--- src/rtl/dft_pkg.sv ---
// ----------------------------------------------------------------------------
// dft_pkg
// Shared types and constants of the destination failure tracker.
// ----------------------------------------------------------------------------
package dft_pkg;

    localparam int NUM_DESTINATIONS_DEF = 64;
    localparam int REQUESTER_BITS_DEF   = 16;

    // fixed field widths
    localparam int OPCODE_W    = 2;
    localparam int DEST_W      = 6;
    localparam int REQ_IN_W    = 16;
    localparam int THR_W       = 8;
    localparam int FC_W        = 8;
    localparam int CC_W        = 16;
    localparam int TOTAL_OUT_W = 7;

    localparam int IN_TDATA_W  = 24;
    localparam int IN_TUSER_W  = 2;
    localparam int OUT_TDATA_W = 40;

    localparam logic [THR_W-1:0] THRESHOLD_RESET = 8'd3;

    typedef enum logic [1:0] {
        OP_SOFT_FAIL = 2'd0,
        OP_HARD_FAIL = 2'd1,
        OP_SUCCESS   = 2'd2,
        OP_REMOVE    = 2'd3
    } t_opcode;

    typedef enum logic [2:0] {
        S_CLEAR = 3'd0,
        S_IDLE  = 3'd1,
        S_READ  = 3'd2,
        S_EXEC  = 3'd3,
        S_OUT   = 3'd4
    } t_state;

    // controller to datapath
    typedef struct packed {
        logic clr_wr;
        logic capture;
        logic rd;
        logic exec;
    } t_cmd;

    // datapath to controller
    typedef struct packed {
        logic clr_last;
    } t_sts;

endpackage

--- src/rtl/dft_table.sv ---
// ----------------------------------------------------------------------------
// dft_table
// Per-destination entry store: one write port, one read port, registered read.
// ----------------------------------------------------------------------------
module dft_table #(
    parameter int DEPTH   = 64,
    parameter int ADDR_W  = 6,
    parameter int ENTRY_W = 42
) (
    input  logic               i_clk,
    input  logic               i_we,
    input  logic [ADDR_W-1:0]  i_waddr,
    input  logic [ENTRY_W-1:0] i_wdata,
    input  logic               i_re,
    input  logic [ADDR_W-1:0]  i_raddr,
    output logic [ENTRY_W-1:0] o_rdata
);

    logic [ENTRY_W-1:0] r_mem [DEPTH];
    logic [ENTRY_W-1:0] r_rdata;

    always_ff @(posedge i_clk) begin
        if (i_we) begin
            r_mem[i_waddr] <= i_wdata;
        end
    end

    always_ff @(posedge i_clk) begin
        if (i_re) begin
            r_rdata <= r_mem[i_raddr];
        end
    end

    assign o_rdata = r_rdata;

endmodule

--- src/rtl/dft_datapath.sv ---
// ----------------------------------------------------------------------------
// dft_datapath
// Request registers, entry update logic, knockout totals and result register.
// ----------------------------------------------------------------------------
module dft_datapath #(
    parameter int NUM_DESTINATIONS = 64,
    parameter int REQUESTER_BITS   = 16
) (
    input  logic                           i_clk,
    input  logic                           i_rst_n,
    input  dft_pkg::t_cmd                  i_cmd,
    output dft_pkg::t_sts                  o_sts,
    input  logic                           i_cfg_wr_en,
    input  logic [dft_pkg::THR_W-1:0]      i_cfg_wr_data,
    input  logic [dft_pkg::OPCODE_W-1:0]   i_opcode,
    input  logic [dft_pkg::DEST_W-1:0]     i_dest_index,
    input  logic [dft_pkg::REQ_IN_W-1:0]   i_requester_id,
    output logic [dft_pkg::OUT_TDATA_W-1:0] o_result
);
    import dft_pkg::*;

    localparam int ADDR_W  = (NUM_DESTINATIONS > 1) ? $clog2(NUM_DESTINATIONS) : 1;
    localparam int TOT_W   = $clog2(NUM_DESTINATIONS + 1);
    localparam int ENTRY_W = FC_W + 2 + REQUESTER_BITS + CC_W;
    localparam int KO_B    = FC_W;
    localparam int HD_B    = FC_W + 1;
    localparam int OWN_L   = FC_W + 2;
    localparam int CC_L    = FC_W + 2 + REQUESTER_BITS;

    logic [THR_W-1:0]          r_thr;
    t_opcode                   r_op;
    logic [ADDR_W-1:0]         r_addr;
    logic                      r_oor;
    logic [REQUESTER_BITS-1:0] r_req;
    logic [ADDR_W-1:0]         r_clr_addr;
    logic [TOT_W-1:0]          r_soft;
    logic [TOT_W-1:0]          r_hard;
    logic [OUT_TDATA_W-1:0]    r_out;

    logic [TOT_W-1:0]          n_soft;
    logic [TOT_W-1:0]          n_hard;
    logic [OUT_TDATA_W-1:0]    n_out;
    logic [ENTRY_W-1:0]        n_entry;

    logic [31:0]               dest_wide;
    logic [31:0]               req_wide;
    logic [ENTRY_W-1:0]        rdata;
    logic                      mem_we;
    logic [ADDR_W-1:0]         mem_waddr;
    logic [ENTRY_W-1:0]        mem_wdata;

    assign dest_wide = 32'(i_dest_index);
    assign req_wide  = 32'(i_requester_id);

    always_ff @(posedge i_clk) begin
        if (!i_rst_n) begin
            r_thr <= THRESHOLD_RESET;
        end else if (i_cfg_wr_en) begin
            r_thr <= i_cfg_wr_data;
        end
    end

    always_ff @(posedge i_clk) begin
        if (i_cmd.capture) begin
            r_op   <= t_opcode'(i_opcode);
            r_addr <= dest_wide[ADDR_W-1:0];
            r_oor  <= (dest_wide >= 32'(NUM_DESTINATIONS));
            r_req  <= req_wide[REQUESTER_BITS-1:0];
        end
    end

    // clearing sweep after reset
    always_ff @(posedge i_clk) begin
        if (!i_rst_n) begin
            r_clr_addr <= '0;
        end else if (i_cmd.clr_wr && !o_sts.clr_last) begin
            r_clr_addr <= r_clr_addr + 1'b1;
        end
    end

    assign o_sts.clr_last = (r_clr_addr == ADDR_W'(NUM_DESTINATIONS - 1));

    assign mem_we    = i_cmd.clr_wr || (i_cmd.exec && !r_oor);
    assign mem_waddr = i_cmd.clr_wr ? r_clr_addr : r_addr;
    assign mem_wdata = i_cmd.clr_wr ? '0 : n_entry;

    dft_table #(
        .DEPTH   (NUM_DESTINATIONS),
        .ADDR_W  (ADDR_W),
        .ENTRY_W (ENTRY_W)
    ) u_table (
        .i_clk   (i_clk),
        .i_we    (mem_we),
        .i_waddr (mem_waddr),
        .i_wdata (mem_wdata),
        .i_re    (i_cmd.rd),
        .i_raddr (r_addr),
        .o_rdata (rdata)
    );

    always_comb begin
        logic [FC_W-1:0]           fc;
        logic                      ko;
        logic                      hd;
        logic [REQUESTER_BITS-1:0] own;
        logic [CC_W-1:0]           cc;
        logic [CC_W-1:0]           cc_inc;
        logic [THR_W-1:0]          thr_eff;
        logic                      owns;
        logic                      resp;
        logic                      soft_inc;
        logic                      soft_dec;
        logic                      hard_inc;
        logic                      hard_dec;
        logic [31:0]               soft_w;
        logic [31:0]               hard_w;

        fc  = rdata[FC_W-1:0];
        ko  = rdata[KO_B];
        hd  = rdata[HD_B];
        own = rdata[OWN_L +: REQUESTER_BITS];
        cc  = rdata[CC_L +: CC_W];

        cc_inc   = (cc == '1) ? cc : cc + 1'b1;
        thr_eff  = (r_thr == '0) ? THR_W'(1) : r_thr;
        owns     = ko && (own == r_req);
        resp     = 1'b0;
        soft_inc = 1'b0;
        soft_dec = 1'b0;
        hard_inc = 1'b0;
        hard_dec = 1'b0;

        case (r_op)
            OP_SOFT_FAIL: begin
                cc = cc_inc;
                if (!ko) begin
                    if (({1'b0, fc} + 9'd1) >= {1'b0, thr_eff}) begin
                        ko       = 1'b1;
                        hd       = 1'b0;
                        own      = r_req;
                        fc       = '0;
                        soft_inc = 1'b1;
                        resp     = 1'b1;
                    end else begin
                        fc = fc + 1'b1;
                    end
                end
            end
            OP_HARD_FAIL: begin
                cc = cc_inc;
                if (ko && hd) begin
                    // already hard, nothing else changes
                end else if (owns) begin
                    hd       = 1'b1;
                    soft_dec = 1'b1;
                    hard_inc = 1'b1;
                end else if (!ko) begin
                    ko       = 1'b1;
                    hd       = 1'b1;
                    own      = r_req;
                    fc       = '0;
                    hard_inc = 1'b1;
                    resp     = 1'b1;
                end
            end
            OP_SUCCESS, OP_REMOVE: begin
                if (owns) begin
                    hard_dec = hd;
                    soft_dec = !hd;
                    fc       = '0;
                    ko       = 1'b0;
                    hd       = 1'b0;
                    own      = '0;
                    cc       = '0;
                    resp     = 1'b1;
                end else if (r_op == OP_SUCCESS && !ko && fc != '0) begin
                    fc = '0;
                    cc = '0;
                end
            end
            default: begin
            end
        endcase

        n_entry = {cc, own, hd, ko, fc};

        n_soft = r_soft;
        n_hard = r_hard;
        if (!r_oor) begin
            if (soft_inc) begin
                n_soft = r_soft + 1'b1;
            end else if (soft_dec && r_soft != '0) begin
                n_soft = r_soft - 1'b1;
            end
            if (hard_inc) begin
                n_hard = r_hard + 1'b1;
            end else if (hard_dec && r_hard != '0) begin
                n_hard = r_hard - 1'b1;
            end
        end

        soft_w = 32'(n_soft);
        hard_w = 32'(n_hard);

        if (r_oor) begin
            n_out = {6'b0, hard_w[TOTAL_OUT_W-1:0], soft_w[TOTAL_OUT_W-1:0],
                     CC_W'(0), 4'b0};
        end else begin
            n_out = {6'b0, hard_w[TOTAL_OUT_W-1:0], soft_w[TOTAL_OUT_W-1:0],
                     cc, (ko && !hd), (ko && hd), ko, resp};
        end
    end

    always_ff @(posedge i_clk) begin
        if (!i_rst_n) begin
            r_soft <= '0;
            r_hard <= '0;
        end else if (i_cmd.exec) begin
            r_soft <= n_soft;
            r_hard <= n_hard;
        end
    end

    always_ff @(posedge i_clk) begin
        if (i_cmd.exec) begin
            r_out <= n_out;
        end
    end

    assign o_result = r_out;

endmodule

--- src/rtl/dft_ctrl.sv ---
// ----------------------------------------------------------------------------
// dft_ctrl
// Sequencer: clearing sweep, request intake, table read, update and result.
// ----------------------------------------------------------------------------
module dft_ctrl (
    input  logic          i_clk,
    input  logic          i_rst_n,
    input  logic          i_in_valid,
    output logic          o_in_ready,
    output logic          o_out_valid,
    input  logic          i_out_ready,
    input  dft_pkg::t_sts i_sts,
    output dft_pkg::t_cmd o_cmd
);
    import dft_pkg::*;

    t_state r_state;
    t_state n_state;

    always_ff @(posedge i_clk) begin
        if (!i_rst_n) begin
            r_state <= S_CLEAR;
        end else begin
            r_state <= n_state;
        end
    end

    always_comb begin
        n_state = r_state;
        case (r_state)
            S_CLEAR: begin
                if (i_sts.clr_last) begin
                    n_state = S_IDLE;
                end
            end
            S_IDLE: begin
                if (i_in_valid) begin
                    n_state = S_READ;
                end
            end
            S_READ: begin
                n_state = S_EXEC;
            end
            S_EXEC: begin
                n_state = S_OUT;
            end
            S_OUT: begin
                if (i_out_ready) begin
                    n_state = S_IDLE;
                end
            end
            default: begin
                n_state = S_CLEAR;
            end
        endcase
    end

    always_comb begin
        o_cmd       = '0;
        o_in_ready  = 1'b0;
        o_out_valid = 1'b0;
        case (r_state)
            S_CLEAR: begin
                o_cmd.clr_wr = 1'b1;
            end
            S_IDLE: begin
                o_in_ready    = 1'b1;
                o_cmd.capture = i_in_valid;
            end
            S_READ: begin
                o_cmd.rd = 1'b1;
            end
            S_EXEC: begin
                o_cmd.exec = 1'b1;
            end
            S_OUT: begin
                o_out_valid = 1'b1;
            end
            default: begin
            end
        endcase
    end

endmodule

--- src/rtl/destination_failure_tracker_top.sv ---
// ----------------------------------------------------------------------------
// destination_failure_tracker_top
// Table of per-destination circuit breakers with soft/hard knockout totals.
// ----------------------------------------------------------------------------
// After reset the block sweeps the entry table to zero, one entry per cycle,
// across all NUM_DESTINATIONS entries; tready stays low until the sweep is
// done (threshold writes are taken at any time). A request then passes
// through the accept cycle, the table read, the update with write-back and
// result register load, and the output state, which shows the result until
// it is taken and holds it while m_axis tready is low. One request is in
// flight at a time, since an entry is read and written back with no
// forwarding between requests, so no new request is taken until the result
// has been taken.
module destination_failure_tracker_top #(
    parameter int NUM_DESTINATIONS = dft_pkg::NUM_DESTINATIONS_DEF,
    parameter int REQUESTER_BITS   = dft_pkg::REQUESTER_BITS_DEF
) (
    input  logic                             i_clk,
    input  logic                             i_rst_n,
    input  logic                             i_cfg_wr_en,
    input  logic [dft_pkg::THR_W-1:0]        i_cfg_wr_data,   // failure_threshold
    input  logic                             i_s_axis_tvalid,
    output logic                             o_s_axis_tready,
    input  logic [dft_pkg::IN_TDATA_W-1:0]   i_s_axis_tdata,  // dest_index, requester_id
    input  logic [dft_pkg::IN_TUSER_W-1:0]   i_s_axis_tuser,  // opcode
    output logic                             o_m_axis_tvalid,
    input  logic                             i_m_axis_tready,
    // responsible, in_knockout, hard_knockout, soft_knockout,
    // consecutive_failures, soft_total, hard_total
    output logic [dft_pkg::OUT_TDATA_W-1:0]  o_m_axis_tdata
);
    import dft_pkg::*;

    t_cmd cmd;
    t_sts sts;

    dft_ctrl u_ctrl (
        .i_clk       (i_clk),
        .i_rst_n     (i_rst_n),
        .i_in_valid  (i_s_axis_tvalid),
        .o_in_ready  (o_s_axis_tready),
        .o_out_valid (o_m_axis_tvalid),
        .i_out_ready (i_m_axis_tready),
        .i_sts       (sts),
        .o_cmd       (cmd)
    );

    dft_datapath #(
        .NUM_DESTINATIONS (NUM_DESTINATIONS),
        .REQUESTER_BITS   (REQUESTER_BITS)
    ) u_datapath (
        .i_clk          (i_clk),
        .i_rst_n        (i_rst_n),
        .i_cmd          (cmd),
        .o_sts          (sts),
        .i_cfg_wr_en    (i_cfg_wr_en),
        .i_cfg_wr_data  (i_cfg_wr_data),
        .i_opcode       (i_s_axis_tuser),
        .i_dest_index   (i_s_axis_tdata[DEST_W-1:0]),
        .i_requester_id (i_s_axis_tdata[DEST_W +: REQ_IN_W]),
        .o_result       (o_m_axis_tdata)
    );

`ifndef ASSERT_OFF
    // one request in flight: never taking a request while a result is shown
    a_single_flight: assert property (@(posedge i_clk) disable iff (!i_rst_n)
        !(o_s_axis_tready && o_m_axis_tvalid))
        else $error("request accepted while result pending");

    // result is valid once an accepted request has passed the READ and EXEC states
    a_latency: assert property (@(posedge i_clk) disable iff (!i_rst_n)
        (i_s_axis_tvalid && o_s_axis_tready) |=> ##2 o_m_axis_tvalid)
        else $error("result not valid three cycles after acceptance");

    // knockout flags are consistent in every result
    a_flags: assert property (@(posedge i_clk) disable iff (!i_rst_n)
        o_m_axis_tvalid |->
            (!(o_m_axis_tdata[2] && o_m_axis_tdata[3]) &&
             (o_m_axis_tdata[1] == (o_m_axis_tdata[2] || o_m_axis_tdata[3]))))
        else $error("inconsistent knockout flags");
`endif

endmodule
--- config.mk ---
export PLATFORM = sky130hd
export DESIGN_NAME = destination_failure_tracker_top
export DESIGN_NICKNAME = d
export VERILOG_FILES = /design/src/rtl/dft_pkg.sv /design/src/rtl/dft_table.sv /design/src/rtl/dft_datapath.sv /design/src/rtl/dft_ctrl.sv /design/src/rtl/destination_failure_tracker_top.sv
export SDC_FILE = /design/constraint.sdc
export NUM_CORES = 2
export LEC_CHECK = 0
export ABC_AREA = 1
export ABC_CLOCK_PERIOD_IN_PS = 7300
export BUFFER_PORTS_ARGS = -buffer_cell sky130_fd_sc_hd__buf_2
export CAP_MARGIN = 20
export CORE_ASPECT_RATIO = 0.6
export CORE_UTILIZATION = 49
export CTS_CLUSTER_SIZE = 40
export DETAILED_ROUTE_END_ITERATION = 12
export PLACE_DENSITY = 0.68
export RECOVER_POWER = 100
export SYNTH_ARGS = -nofsm -noshare
export SYNTH_HDL_FRONTEND = slang
export SYNTH_SLANG_ARGS = --single-unit
export TNS_END_PERCENT = 1
--- constraint.sdc ---
create_clock -name i_clk -period 7.3 [get_ports i_clk]
set_input_delay 1.095 -clock i_clk [delete_from_list [all_inputs] [get_ports i_clk]]
set_output_delay 1.095 -clock i_clk [all_outputs]
set_load 0.02 [all_outputs]
# Word-level counts from Yosys, hierarchy flattened
# Memory sizes are Yosys's and may differ from the RTL's. A register that Yosys moved wholly into a read port is not among the register bits.
# Cells that the tools add are included.
# Widths: inputs -> output; s select.
# classes
addsub,8
n_lt_le_gt_ge,2
eq_ne,13
mux,68
n_reduce_logical,25
# ops
operator,n
$mux 16,9
$mux 8,8
$pmux 16 s3,1
$mux 42,1
$mux 7,6
$mux 1,32
$pmux 16 s2,1
$pmux 8 s3,1
$add 16x1->16 const B,1
$eq 16x16->1,1
$eq 16x16->1 const B,1
$pmux 3 s5,1
$add 7x1->7 const B,2
$reduce_bool 7->1,2
$sub 7x1->7 const B,2
$logic_and 1x1->1,10
$add 8x1->9 const B,1
$ge 9x8->1,1
$mux 3,3
$pmux 1 s3,3
$add 8x1->8 const B,1
$logic_not 8->1,1
$reduce_bool 8->1,1
$ge 6x7->1 const B,1
other kinds (17),25
# totals
reg_bits,96
mem_bits_rw,2688
in_bits,39
n_memories,1
# memory_table
name,depth,width,read_ports,rd_ports_with_merged_regs,write_ports,line,text
u_datapath.u_table.r_mem,64,42,1,1,1,dft_table.sv:19,logic [ENTRY_W-1:0] r_mem [DEPTH];

# Logic depth before layout (Yosys ltp)
# logic_depth
ltp_word,9
mapped_depth,19
depth_no_buf,19

# Cells and area by module
# From an unflattened synthesis, not the netlist that was laid out.
# hier_totals
cells_unflattened,9754
hier_area_um2,116143.9
# modules_own_cells
mod,instances,cells_each,area_each_um2,seq_area_each_um2
dft_table,1,8860,109661.4,81978.6
dft_datapath,1,860,6281.0,2302.2
dft_ctrl,1,34,201.4,60.1

# Worst setup path before layout
# Ideal clock, no wire load.
# synth_path
path_type,flip-flop to flip-flop
startpoint,"register u_datapath.u_table.r_rdata[26], in the netlist u_datapath.u_table.o_rdata[26], read port of u_datapath.u_table.r_mem"
endpoint,memory u_datapath.u_table.r_mem[0][26] (data pin)
setup_time_ns,0.721
t_arrival_ns,4.305
t_required_ns,6.579
setup_slack_ns,2.274
stages_incl_launch_ff,13
path_buffers,1
synth_period_minus_slack_ns,5.026
path_cell_list,edfxtp_1 -> ha_1 -> inv_1 -> nor2_2 -> nand4_1 -> nor2_1 -> inv_1 -> nor2_1 -> nand2_1 -> nand2_2 -> inv_1 -> buf_6 -> a211oi_1
# synth_via
elab_chain_len,4
word_cells_on_any_way,7
classes_between,add/sub: 1; eq/ne: 1; mux: 5
# synth_rtl
element,line,text
"start, declared",dft_table.sv:20,logic [ENTRY_W-1:0] r_rdata;
"$add 16x1->16, or another cell as far along",dft_datapath.sv:124,cc_inc = (cc == '1) ? cc : cc + 1'b1;
"$mux 16, on equally long branches","dft_datapath.sv:124, dft_datapath.sv:167",
$pmux 16 s2 *,dft_datapath.sv:133,case (r_op)
$mux 42 *,dft_datapath.sv:85,assign mem_wdata = i_cmd.clr_wr ? '0 : n_entry;
via u_datapath.mem_wdata[26],dft_datapath.sv:50,logic [ENTRY_W-1:0] mem_wdata;
"end, declared",dft_table.sv:19,
# Mark *: on every way through the listed nets, which the timed path passes. The rest lies on a longest branch.

# Worst setup path in the final report
# layout_path
startpoint,register u_datapath.r_op[1]
endpoint,memory u_datapath.u_table.r_mem[15][33] (data pin)
# layout_via
elab_chain_len,7
word_cells_on_any_way,12
classes_between,eq/ne: 3; mux: 4; reduce/logical: 5
# layout_rtl
element,line,text
"start, declared",dft_datapath.sv:31,t_opcode r_op;
"start signal, assigned",dft_datapath.sv:65,r_op <= t_opcode'(i_opcode);
$eq 2x2->1,"dft_datapath.sv:133, dft_datapath.sv:176",
$logic_and 1x1->1 (2 in a row),dft_datapath.sv:176,end else if (r_op == OP_SUCCESS && !ko && fc != '0) begin
$mux 16,dft_datapath.sv:176,
$mux 16,dft_datapath.sv:167,if (owns) begin
$pmux 16 s2 *,dft_datapath.sv:133,
$mux 42 *,dft_datapath.sv:85,
via u_datapath.mem_wdata[33],dft_datapath.sv:50,
# Marks and branches as above.

==> metrics.txt <==
cell family with most CP delay=buffers and inverters; Synth Flop Type=edfxtp_1; First-pass DRT Iterations=5; worst-case clock buffer depth=4; PwrDens=245 nW/um^2; DR iter-0 viols=10700; VDD IR max=210 uV; Post-CTS Setup Inserts=0; failing checks=max-capacitance violations, max-slew violations; Comb power frac=0.006; placed cell count=11400; Reg clk slew, reported paths=70 ps; DRT Wirelength=309 mm; kind of critical path=reg -> reg; asr flop ratio synth=0; Die Y=373 um; clock period minus worst slack=6120 ps; Synth top area share=0.746; Clock power frac=0.410; highest net fanout along the worst path=64; Data arrival, critical path=6460 ps; commonest non-fill, non-tap cells in the layout=edfxtp_1 (2788), nor2_1 (1735), o21ai_0 (1604); commonest non-fill, non-tap cell in the layout=edfxtp_1; Routed Antenna Nets=0; initial core utilization=0.495; proportion of synthesized chip area in sequential cells=0.751; Final Hold Vio Count=0; FF-to-FF path depth=12; Ports=81; crit end category=flop; Via density=6.27; DIE WIDTH=620 um; largest cells by area after synthesis=edfxtp_1 (75%), o21ai_0 (7.1%), nor2_1 (5.9%); Worst Skew=43.6 ps; drt drc=0; core area=227000 sq um; Layout area overhead=9.53%; crit path buf inv count=5; worst hold endpoint=u_datapath.r_addr[2]; Sink Count=2819; Reg2Reg Setup Slack=1180 ps; reg2reg start=u_datapath.r_op[1]; RSZ-0062 raised after global routing=no; internal power component=24.4 mW; H-tree Lvls=4; TNS Setup=0 ps; Mapped Cells=8740; critical path startpoint category=flop; vias in the first global route=67900; leading area contributor after synthesis=edfxtp_1; largest net degree at the start of global routing=197; initial antenna violation count=4; GRT Util Overall=0.259; switching share of total power=0.193; Vias=74100; synthesized cell area=112000 sq um; fraction of layout cells with a size suffix above 1=0.0646; TritonCTS clock tree=yes; IO Port Bufs=72; CP Cell Sequence=clkbuf_1 > clkinv_1 > nor3_1 > nand2_1 > clkbuf_1 > nand2_1 > nand2_1 > inv_1 > nor2_1 > o21ai_0 > nor2_4 > clkbuf_2; Slew @ Worst Pin=3900 ps; clock root cell=clkbuf_16; Netlist cell types=50; Final Non-Filler Cells=11800; average size of a mapped cell=12.8 sq um; CTS resizes=0; WP data required=7640 ps; first-pass GRT wire length=449 mm; worst r2r dst=u_datapath.u_table.r_mem[15][33]; RePlAce Congestion=0.893; Sequential Power Share=0.584; status=complete, but fails checks; Hold Path Class=in -> reg; Tcrit/Tclk final=0.838; Final setup viols=0; #FFs+latches synth=2819; Sw Pwr=5.83 mW; Die ar.=231000 sq um; number of synthesized flops with an enable pin=2788; row cnt=135; Crit path largest cell delay=1140 ps; CP max stage cell=clkinv_1; Pleak=38.5 nW; WL per Instance=26.1 um; worst hold start=i_s_axis_tdata[2]; Yosys warnings=0; Crit path top cell by count=nand2_1; max capacitance violation total=75; hold depth=1; HPWL after DPL=166 mm; Worst-Skew Late Latency=890 ps; final count of pins violating max slew=2352; GRT Residual Overflow=0; hold slack=410 ps; nets=8680; Fmax achieved=0.163 GHz; cts hold-fix bufs=0; Slew HR=-1.60; CTS buffer count=233
## registers in the layout, indices dropped and copies added (netlist names)
name / flops
u_datapath.u_table.r_mem: 2688
u_datapath.u_table.o_rdata: 42
u_datapath.o_result: 34
u_datapath.r_req: 16
u_datapath.r_thr: 8
u_datapath.r_hard: 7
u_datapath.r_soft: 7
u_datapath.r_addr: 6
u_datapath.r_clr_addr: 6
u_ctrl.r_state: 3
u_datapath.r_op: 2
## stage by stage
stage               worst slack (ps)   util  power (mW)  cell area, sq um
floorplan                       2270      -        18.1            112000
global placement                2490  0.513        18.2            116000
detailed placement              2380  0.513        18.2            116000
CTS                             2380  0.545        30.3            124000
global route                    1020  0.542        30.9            123000
finish                          1180  0.543        30.2            123000
## cell families after synthesis
kind of cell	count (synthesis)	share of synthesized area
AO/OA/AOI/OAI	2733	0.133
XOR/XNOR	33	0.00257
adder cells (fa/ha/maj)	18	0.00201
buffers and inverters	770	0.0298
flip-flops	2819	0.751
other	1	0.0000334
AND/OR/NAND/NOR	2366	0.0818
## final cells by class
type	instances	area (sq um)
multi-input cells	5156	25200
diodes	4	10.0
clock inverters	126	1160
flip-flops and latches	2819	84300
inverters	150	594
well taps	3014	3770
repair buffers	263	1790
fillers	18200	104000
clock buffers	291	6130
## worst max path at each step
stage	end	startpoint	depth (start not counted)
finish	u_datapath.u_table.r_mem[15][33]	u_datapath.r_op[1]	12
global route	u_datapath.u_table.r_mem[39][15]	u_ctrl.r_state[0]	9
CTS	u_datapath.u_table.r_mem[6][13]	u_ctrl.r_state[0]	9
detailed placement	u_datapath.u_table.r_mem[6][21]	u_ctrl.r_state[0]	9
global placement	u_datapath.u_table.r_mem[6][19]	u_ctrl.r_state[0]	9
floorplan	u_datapath.u_table.r_mem[0][26]	u_datapath.u_table.o_rdata[26]	12
## synthesized netlist by cell type (3+ instances only)
| master | instances |
|---|---|
| ha_1 | 18 |
| buf_6 | 9 |
| nand2_1 | 401 |
| nand4_1 | 18 |
| inv_2 | 4 |
| o21ai_1 | 111 |
| nor4_1 | 5 |
| dfxtp_1 | 31 |
| a221oi_1 | 3 |
| edfxtp_1 | 2788 |
| o211ai_1 | 13 |
| o221ai_1 | 4 |
| xnor2_1 | 12 |
| inv_1 | 144 |
| a21oi_1 | 137 |
| buf_4 | 51 |
| clkbuf_1 | 379 |
| a21boi_1 | 3 |
| buf_2 | 156 |
| nor2_2 | 6 |
| o21ai_0 | 1597 |
| xor2_1 | 21 |
| a31oi_1 | 14 |
| o22ai_1 | 822 |
| a211oi_1 | 6 |
| nand3_1 | 123 |
| nor2_1 | 1767 |
| o31ai_1 | 11 |
| nor3_1 | 34 |
| buf_1 | 25 |
## power groups by stage
stage	logic (mW)	registers [mW]	clock network (mW)
after global placement	0.188	18.0	0
after floorplan	0.0941	18.0	0
final	0.189	17.6	12.4
after CTS	0.194	17.6	12.4
after detailed placement	0.193	18.0	0
after global routing	0.200	17.6	13.0
## metal layers
| layer | vias to the layer above | track usage | routed length (um) | part of all wire |
|---|---|---|---|---|
| met5 | - | 0 | 0 | 0 |
| met4 | 0 | 0.0786 | 9550 | 0.031 |
| met3 | 517 | 0.0466 | 36900 | 0.12 |
| met2 | 4712 | 0.370 | 133000 | 0.43 |
| met1 | 36700 | 0.404 | 129000 | 0.42 |
| li1 | 32200 | - | - | - |
No activity file was read; power rests on OpenSTA's default activity.
